### config.mk
export PLATFORM = sky130hd
export DESIGN_NAME = aarm_cordic_cell
export DESIGN_NICKNAME = d
export VERILOG_FILES = /design/src/design/aarm_pkg.sv /design/src/design/aarm_cordic_cell.sv
export SDC_FILE = /design/constraint.sdc
export NUM_CORES = 1
export LEC_CHECK = 0
export ABC_AREA = 0
export BUFFER_PORTS_ARGS = -buffer_cell sky130_fd_sc_hd__buf_4
export CELL_PAD_IN_SITES_DETAIL_PLACEMENT = 1
export CELL_PAD_IN_SITES_GLOBAL_PLACEMENT = 1
export CORE_MARGIN = 3
export CORE_UTILIZATION = 35
export CTS_BUF_LIST = sky130_fd_sc_hd__clkbuf_8
export CTS_CLUSTER_DIAMETER = 200
export CTS_CLUSTER_SIZE = 16
export DETAILED_ROUTE_END_ITERATION = 8
export PLACE_DENSITY_LB_ADDON = 0.25
export SYNTH_ARGS = -nofsm -noshare
export SYNTH_HDL_FRONTEND = slang
export SYNTH_SLANG_ARGS = --single-unit
### constraint.sdc
create_clock -name clk_i -period 7.6 [get_ports clk_i]
set_input_delay 2.28 -clock clk_i [delete_from_list [all_inputs] [get_ports clk_i]]
set_output_delay 2.28 -clock clk_i [all_outputs]
set_load 0.005 [all_outputs]
### src/design/aarm_pkg.sv
// Shared types, constants and helper functions for the axis-angle rotation matrix block.
// Used by aarm_cordic_cell, aarm_matrix and axis_angle_rotation_matrix. No dependencies.
`default_nettype none

package aarm_pkg;

  localparam int CORDIC_STAGES = 16;
  localparam int ATAN_COUNT    = 24;
  localparam int NUM_CELLS     = (CORDIC_STAGES > ATAN_COUNT) ? ATAN_COUNT : CORDIC_STAGES;

  localparam int CW = 34;  // CORDIC datapath width, Q30 with headroom

  localparam logic signed [CW-1:0] CORDIC_GAIN_Q30 = 34'sd652032874;
  localparam logic signed [15:0]   Q14_ONE         = 16'sd16384;

  typedef struct packed {
    logic signed [CW-1:0] x;
    logic signed [CW-1:0] y;
    logic signed [CW-1:0] z;
    logic                 flip;
    logic signed [15:0]   ax;
    logic signed [15:0]   ay;
    logic signed [15:0]   az;
  } cord_t;

  // atan(2^-i), scaled so that 2^32 is a full turn.
  function automatic logic signed [CW-1:0] atan_val(input logic [4:0] idx);
    logic signed [CW-1:0] v;
    case (idx)
      5'd0:    v = 34'sd536870912;
      5'd1:    v = 34'sd316933406;
      5'd2:    v = 34'sd167458907;
      5'd3:    v = 34'sd85004756;
      5'd4:    v = 34'sd42667331;
      5'd5:    v = 34'sd21354465;
      5'd6:    v = 34'sd10679838;
      5'd7:    v = 34'sd5340245;
      5'd8:    v = 34'sd2670163;
      5'd9:    v = 34'sd1335087;
      5'd10:   v = 34'sd667544;
      5'd11:   v = 34'sd333772;
      5'd12:   v = 34'sd166886;
      5'd13:   v = 34'sd83443;
      5'd14:   v = 34'sd41721;
      5'd15:   v = 34'sd20860;
      5'd16:   v = 34'sd10430;
      5'd17:   v = 34'sd5215;
      5'd18:   v = 34'sd2607;
      5'd19:   v = 34'sd1303;
      5'd20:   v = 34'sd651;
      5'd21:   v = 34'sd325;
      5'd22:   v = 34'sd162;
      5'd23:   v = 34'sd81;
      default: v = '0;
    endcase
    return v;
  endfunction

  // Round a Q42 sum to Q14 (floor of sum + half) and saturate to +-1.0.
  function automatic logic signed [15:0] round_sat(input logic signed [55:0] sum);
    logic signed [55:0] r;
    logic signed [27:0] q;
    logic signed [15:0] res;
    r = (sum + 56'sd134217728) >>> 28;
    q = r[27:0];
    if (q > 28'sd16384) begin
      res = Q14_ONE;
    end else if (q < -28'sd16384) begin
      res = -Q14_ONE;
    end else begin
      res = q[15:0];
    end
    return res;
  endfunction

endpackage

`default_nettype wire

### src/design/aarm_cordic_cell.sv
// One CORDIC rotation cell with its own valid flag and stall-aware load.
// Depends on aarm_pkg for cord_t and the arctangent table.
`default_nettype none

module aarm_cordic_cell import aarm_pkg::*; (
  input  wire logic       clk_i,
  input  wire logic       rst_ni,
  input  wire logic [4:0] stage_i,
  input  wire logic       valid_i,
  output logic            ready_o,
  input  wire cord_t      data_i,
  output logic            valid_o,
  input  wire logic       ready_i,
  output cord_t           data_o
);

  logic  valid_q;
  cord_t data_q, data_d;
  logic signed [CW-1:0] dx, dy, at;

  assign ready_o = !valid_q || ready_i;

  always_comb begin
    dx     = data_i.y >>> stage_i;
    dy     = data_i.x >>> stage_i;
    at     = atan_val(stage_i);
    data_d = data_i;
    if (!data_i.z[CW-1]) begin
      data_d.x = data_i.x - dx;
      data_d.y = data_i.y + dy;
      data_d.z = data_i.z - at;
    end else begin
      data_d.x = data_i.x + dx;
      data_d.y = data_i.y - dy;
      data_d.z = data_i.z + at;
    end
  end

  always_ff @(posedge clk_i or negedge rst_ni) begin
    if (!rst_ni) begin
      valid_q <= 1'b0;
    end else if (ready_o) begin
      valid_q <= valid_i;
    end
  end

  always_ff @(posedge clk_i) begin
    if (ready_o && valid_i) begin
      data_q <= data_d;
    end
  end

  assign valid_o = valid_q;
  assign data_o  = data_q;

endmodule

`default_nettype wire

==> summary.txt, run 1 <==
Global route
  • Overall global routing resource usage: 0.312
  • Largest net degree at the start of global routing: 152
  • Grt ovf: 0
  • Vias in the first global route: 19500
  • Number of antenna violations at the first check in global routing: 0
  • First-pass GRT wire length: 125000 um

Critical path
  • Crit. End Element: register
  • Crit path required time: 7.87 ns
  • Crit-path max FO: 13
  • Worst Path Arrival: 7.59 ns
  • Startpoint types: input pin
  • Crit Path Class: input pin to register

Timing
  • RSZ-0062 raised after global routing: no
  • Fin. Hold Viols: 0
  • Setup Viol. Count Final: 0
  • Final hold slack: 0.582 ns
  • Relative slew slack: 0.388
  • Worst-margin pin slew: 0.919 ns
  • Max frequency: 137 MHz
  • Final Cycle Share: 0.963
  • Clock Skew: 0.0168 ns
  • Crit path time final: 7.32 ns
  • Final Max Tran Viols: 0

Route
  • Initial DRC count: 1266
  • Vias: 18400
  • Vias per cell: 5.81
  • Remaining DRCs: 0
  • Router iterations before antenna repair: 5
  • Wire per inst: 26.4 um
  • Routed Antenna Nets: 0
  • Drt total wl: 83600 um

Power
  • PwrDens: 175 mW/mm2
  • Worst ir drop on vdd: 0.135 mV
  • Overall power: 4.22 mW
  • Pleak: 10.5 nW

Cells and area
  • Final nets: 2760
  • FILL cells: 5678
  • Share of cells above drive strength 1: 0.388
  • Fin util: 0.490
  • # diodes: 0
  • Area Growth Syn to Fin: 37.9%

Floorplan
  • Initial core utilization: 0.355
  • I/O pin cnt: 313
  • DIE HEIGHT: 229 um
  • CORE AREA: 0.0492 mm2
  • Number of core rows: 81
  • Die Width: 229 um
  • Die area: 0.0526 mm2

Clock tree
  • Clk buf depth: 2
  • Worst-Skew Late Latency: 0.55 ns
  • CTS buffer count: 17
  • Clock Sinks: 152
  • Hold-fix buffers, CTS: 0
  • Reg clk slew, reported paths: 0.11 ns
  • H-tree lvl count: 4
  • Setup Buffers After CTS: 0
  • CTS tree: yes
  • Root buf cell: clkbuf_8

Logic synthesis
  • Top FF cell, synth: edfxtp_1
  • Warnings from Yosys: 0
  • Mapped Cells: 1827
  • Top cells by area, synth: edfxtp_1 26%, mux4_2 11%, ha_1 7.8%, xnor2_1 5.1%, a21oi_1 4.6%
  • EDFF count, synth: 151
  • Top-area cell type share of the netlist area: 0.260
  • Register area share after synthesis: 0.261
  • Synthesized cell area: 0.0175 mm2
  • Syn_area_per_cell: 9.56 um2
  • #FFs+latches synth: 152
  • Synthesized Nets: 2099
  • Largest area contributor in the netlist: edfxtp_1
  • FFs w/ async S/R, synth: 0.00658
  • Yosys cell types: 104

Place
  • Routability cong.: 0.957
  • PortBufs: 312
  • Post-DP HPWL: 67500 um

Hold path
  • Worst hold path type: register to register

Outcome
  • Status: complete, no violations

Run
  • Max-cap viol count: 0
==> synth_stat cells, drive strengths merged (13+ instances only) <==
master and n:
o21a 25, a31oi 32, or2 16, a21oi 162, a21o 46, a211oi 26
and2 15, mux4 89, and3 19, inv 41, nor3 23, buf 70
mux2 47, nand4 18, clkbuf 36, o21ai 84, edfxtp 151, nand3 34
nand2b 32, mux2i 57, ha 109, xnor2 101, o22ai 23, xor2 69
nand2 140, a21boi 13, nor2 145, nor2b 26
==> logic make-up after synthesis <==
group	count (synthesis)	synth area share
mux	193	0.179
compound gates	540	0.206
xor+xnor	171	0.0865
buf+inv	148	0.0404
flops	152	0.261
simple gates	511	0.146
fa+ha+maj	112	0.0815
==> area by class of cell <==
| cell class | instances | area, um2 | area share |
|---|---|---|---|
| multi-input combinational | 1527 | 12200 | 0.508 |
| timing repair buffer | 748 | 5890 | 0.245 |
| clock inverter | 15 | 180 | 0.00748 |
| clock buffer | 17 | 234 | 0.00971 |
| sequential | 152 | 4560 | 0.189 |
| tap | 664 | 831 | 0.0345 |
| inverter | 42 | 158 | 0.00654 |
==> cells in the final DEF (no fill, tap or decap), types with 42 or more instances in the layout <==
master	Yosys	routed
ha_1	109	109
o21ai_0	80	80
buf_4	9	725
mux4_2	89	89
mux2i_1	57	57
nor2_1	145	145
a21o_1	46	46
edfxtp_1	151	151
xor2_1	69	69
nand2_1	140	140
mux2_2	42	42
xnor2_1	101	101
a21oi_1	161	161
==> flip-flops by register name (all words and copies together) (netlist names) <==
name     count
data_o     151
valid_o      1
==> report_power, final <==
part	total, mW	switching (mW)	internal, mW
clock network	0.672	0.421	0.250
logic	2.40	1.22	1.18
registers	1.15	0.0347	1.12
total	4.22	1.68	2.54
==> metrics by stage <==
stage	cell area (um2)	cells	worst slack (ns)	setup TNS [ns]
floorplan	17500	1827	0.0419	0
global placement	23700	3133	-0.307	-0.705
detailed placement	23700	3133	-0.258	-1.09
CTS	24100	3165	0.258	0
global route	24100	3165	0.0732	0
finish	24100	3165	0.284	0
==> worst paths after layout <==
| path | start | end | slack [ns] | depth (start not counted) |
|---|---|---|---|---|
| min | valid_o | valid_o | 0.58 | 2 |
| max in group asynchronous | rst_ni | valid_o | 6.05 | 1 |
| max | stage_i[0] | data_o[116] | 0.28 | 20 |
| min reg2reg | valid_o | valid_o | 0.58 | 2 |
| min in group asynchronous | rst_ni | valid_o | 1.47 | 1 |
| max reg2reg | valid_o | data_o[128] | 5.76 | 3 |
==> repair_timing <==
action | in CTS | in global routing
setup endpoints to repair | 0 | 2
resized for setup | 0 | 4
hold endpoints to repair | 0 | 0
==> worst max-delay path, stage by stage <==
cell and delay [ns]:
buf_6 0.20, buf_4 0.29, mux4_2 0.55, a222oi_1 0.52, o221a_2 0.34, ha_1 0.18
and4b_1 0.29, nand3_1 0.17, o21ai_0 0.29, xor2_1 0.18, ha_1 0.27, a21oi_1 0.14
o21ai_0 0.19, a221o_1 0.38, nor2b_1 0.17, o21bai_1 0.24, a211oi_1 0.14, o41ai_1 0.42
a21oi_1 0.14, xor2_1 0.19
==> routing by layer <==
metal	share of wire	GRT usage	routed length [um]
met5	0	0	0
met4	0.032	0.106	2640
met3	0.046	0.0391	3860
met2	0.50	0.544	41500
met1	0.43	0.400	35600
(Power assumes the default switching activity.)
==> run 2: changes to the inputs <==
- ABC_AREA: 0 -> 1
- CELL_PAD_IN_SITES_DETAIL_PLACEMENT: 1 -> 0
- CELL_PAD_IN_SITES_GLOBAL_PLACEMENT: 1 -> 2
- CORE_UTILIZATION: 35 -> 34
==> run 2 against run 1 <==
Net effect:
- non-clock buffer count shrank 403
- utilization shrank 7.4 points
- die area shrank 1.8%
- critical path depth grew 17
- clock skew shrank 0.0022 ns
- largest cell class unchanged
==> summary.txt, run 2 <==
Outcome
  • Status: complete, no violations

Floorplan
  • DIE HEIGHT: 227 um
  • CORE AREA: 0.0480 mm2
  • Number of core rows: 80
  • I/O pin cnt: 313
  • Initial core utilization: 0.347
  • Die area: 0.0517 mm2
  • Die Width: 227 um

Place
  • PortBufs: 312
  • Post-DP HPWL: 52600 um
  • Placed cell areas: 0.0196 mm2
  • Routability cong.: 0.911

Hold path
  • Hold Crit Start: valid_o
  • Worst hold path type: register to register

Cells and area
  • FILL cells: 5224
  • Final nets: 3033
  • Most frequent cells in the layout: 799 x nand2_1, 388 x nand3_1, 341 x buf_4
  • Commonest non-fill, non-tap cell in the layout: nand2_1
  • Design area: 0.0200 mm2
  • Share of cells above drive strength 1: 0.163
  • Area Growth Syn to Fin: 20.1%
  • Largest register FFs: 151

Logic synthesis
  • Synth cell count leaders: 799 x nand2_1, 388 x nand3_1, 194 x inv_1
  • FFs w/ async S/R, synth: 0.00658
  • #FFs+latches synth: 152
  • Top cells by area, synth: edfxtp_1 27%, nand2_1 18%, nand3_1 12%, ha_1 8.2%, xor2_1 6.2%
  • Cell with the most instances after synthesis: nand2_1
  • EDFF count, synth: 151
  • Yosys cell types: 51
  • Top-area cell type share of the netlist area: 0.272
  • Mapped Cells: 2480
  • Top FF cell, synth: edfxtp_1
  • Synthesized cell area: 0.0167 mm2
  • Register area share after synthesis: 0.274
  • Syn_area_per_cell: 6.72 um2
  • Warnings from Yosys: 0
  • Synthesized Nets: 2752
  • Largest area contributor in the netlist: edfxtp_1

Clock tree
  • Clock Sinks: 152
  • Root buf cell: clkbuf_8
  • CTS resizes: 0
  • CTS buffer count: 17
  • Hold-fix buffers, CTS: 0
  • H-tree lvl count: 4
  • Reg clk slew, reported paths: 0.10 ns
  • Worst-Skew Late Latency: 0.56 ns
  • CTS tree: yes
  • Setup Buffers After CTS: 0
  • Clk buf depth: 2

Route
  • Drt total wl: 63100 um
  • Routed Antenna Nets: 0
  • Vias: 17400
  • Vias per cell: 5.14
  • Initial DRC count: 1261
  • Remaining DRCs: 0
  • Router iterations before antenna repair: 8
  • Wire per inst: 18.6 um

Timing
  • Clock Skew: 0.0146 ns
  • Setup TNS Final: 0 ns
  • Setup Viol. Count Final: 0
  • Crit path time final: 6.61 ns
  • Final Cycle Share: 0.870
  • Fin. Hold Viols: 0
  • RSZ-0062 raised after global routing: no
  • Max frequency: 151 MHz
  • Relative slew slack: 0.528
  • Final Max Tran Viols: 0
  • Worst-margin pin slew: 0.708 ns

Critical path
  • FF-to-FF path depth: 2
  • Reg2reg setup slack: 5.95 ns
  • Reg2Reg Launch Point: valid_o
  • Worst Setup EP: data_o[150]
  • Crit-path slowest cell: ha_1
  • Crit Path Class: input pin to register
  • Worst Path Arrival: 6.94 ns
  • Crit-path max FO: 24
  • CP max stage delay: 0.34 ns
  • Critical path origin: stage_i[0]
  • Crit. End Element: register
  • Startpoint types: input pin
  • Cell mode on critical path: nand2_1
  • Crit path required time: 7.92 ns
  • Worst R2R End: data_o[136]

Power
  • PwrDens: 179 mW/mm2
  • Pleak: 9.74 nW
  • Worst ir drop on vdd: 0.0950 mV

Global route
  • Met2 global-route usage: 0.406
  • Vias in the first global route: 16500
  • Number of antenna violations at the first check in global routing: 1
  • Largest net degree at the start of global routing: 113
  • Met1 Use GR: 0.321
  • First-pass GRT wire length: 94900 um
  • Grt ovf: 0
  • Routing usage on met3: 0.0329
  • Overall global routing resource usage: 0.241
  • Gr busiest metal: met2

Run
  • Max-cap viol count: 0
-- run 2: cell count changes in the layout (fill, tap and decap cells not counted), sizes merged, moves of 28 or more --
| cell | before | now |
|---|---|---|
| nand2 | 140 | 817 |
| buf | 748 | 345 |
| nand3 | 34 | 392 |
| inv | 47 | 217 |
| mux4 | 89 | 0 |
| nor2 | 145 | 209 |
| mux2i | 57 | 0 |
| xnor2 | 101 | 50 |
| xor2 | 69 | 117 |
| mux2 | 47 | 0 |
| a21o | 46 | 13 |
| nand2b | 32 | 0 |
| a21oi | 162 | 134 |
-- run 2: where the power goes --
group / total, mW / internal [mW] / switching, mW
Combinational: 1.77 / 0.693 / 1.08
Clock: 0.667 / 0.255 / 0.412
Sequential: 1.15 / 1.12 / 0.0324
-- run 2: cell families (layout without fill, tap and decap cells) --
kind of cell / count (synthesis) / after routing / share of synthesized area
adders and majority gates: 112 / 112 / 0.0855
DFF: 152 / 152 / 0.274
AOI/OAI and AO/OA: 290 / 290 / 0.0985
other: 0 / 1 / 0
buffers and inverters: 293 / 587 / 0.0777
and+or+nand+nor: 1466 / 1466 / 0.377
xor gates and xnor gates: 167 / 167 / 0.0878
-- run 2: worst max-delay path, delay by kind of cell --
family,cells,cell delay (ns)
fa+ha+maj,2,0.52
simple gates,20,1.72
buf+inv,10,1.36
compound gates,5,1.03
-- run 2: worst min path at each step --
stage,cells after the start,to,slack (ns)
2_1_floorplan,2,valid_o,0.55
3_3_place_gp,2,valid_o,0.57
3_5_place_dp,2,valid_o,0.59
4_1_cts,2,valid_o,0.62
5_1_grt,2,valid_o,0.67
6_report,2,valid_o,0.62
-- run 2: metrics by stage --
step | hold WS [ns] | total power [mW] | std cells | setup slack (ns) | utilization
final | 0.620 | 3.59 | 3390 | 0.985 | 0.416
after global routing | 0.668 | 3.88 | 3390 | 0.529 | 0.416
after CTS | 0.616 | 3.63 | 3389 | 1.03 | 0.416
after detailed placement | 0.591 | 2.95 | 3357 | 0.404 | 0.408
after global placement | 0.569 | 2.94 | 3357 | 0.434 | 0.408
after floorplan | 0.551 | 2.32 | 2480 | 0.418 | -
-- run 2: layout make-up --
cell class / count / area, um2 / share of cell area
tap: 615 / 769 / 0.0385
multi-input combinational: 2035 / 10800 / 0.541
sequential: 152 / 4560 / 0.228
timing repair buffer: 345 / 2640 / 0.132
inverter: 210 / 798 / 0.0399
clock buffer: 17 / 234 / 0.0117
clock inverter: 15 / 184 / 0.00919
antenna: 1 / 2.50 / 0.000125
-- run 2: layer usage --
layer | wire (um) | share of wire
met4 | 1540 | 0.024
met1 | 28500 | 0.45
met3 | 2970 | 0.047
met5 | 0 | 0
met2 | 30100 | 0.48
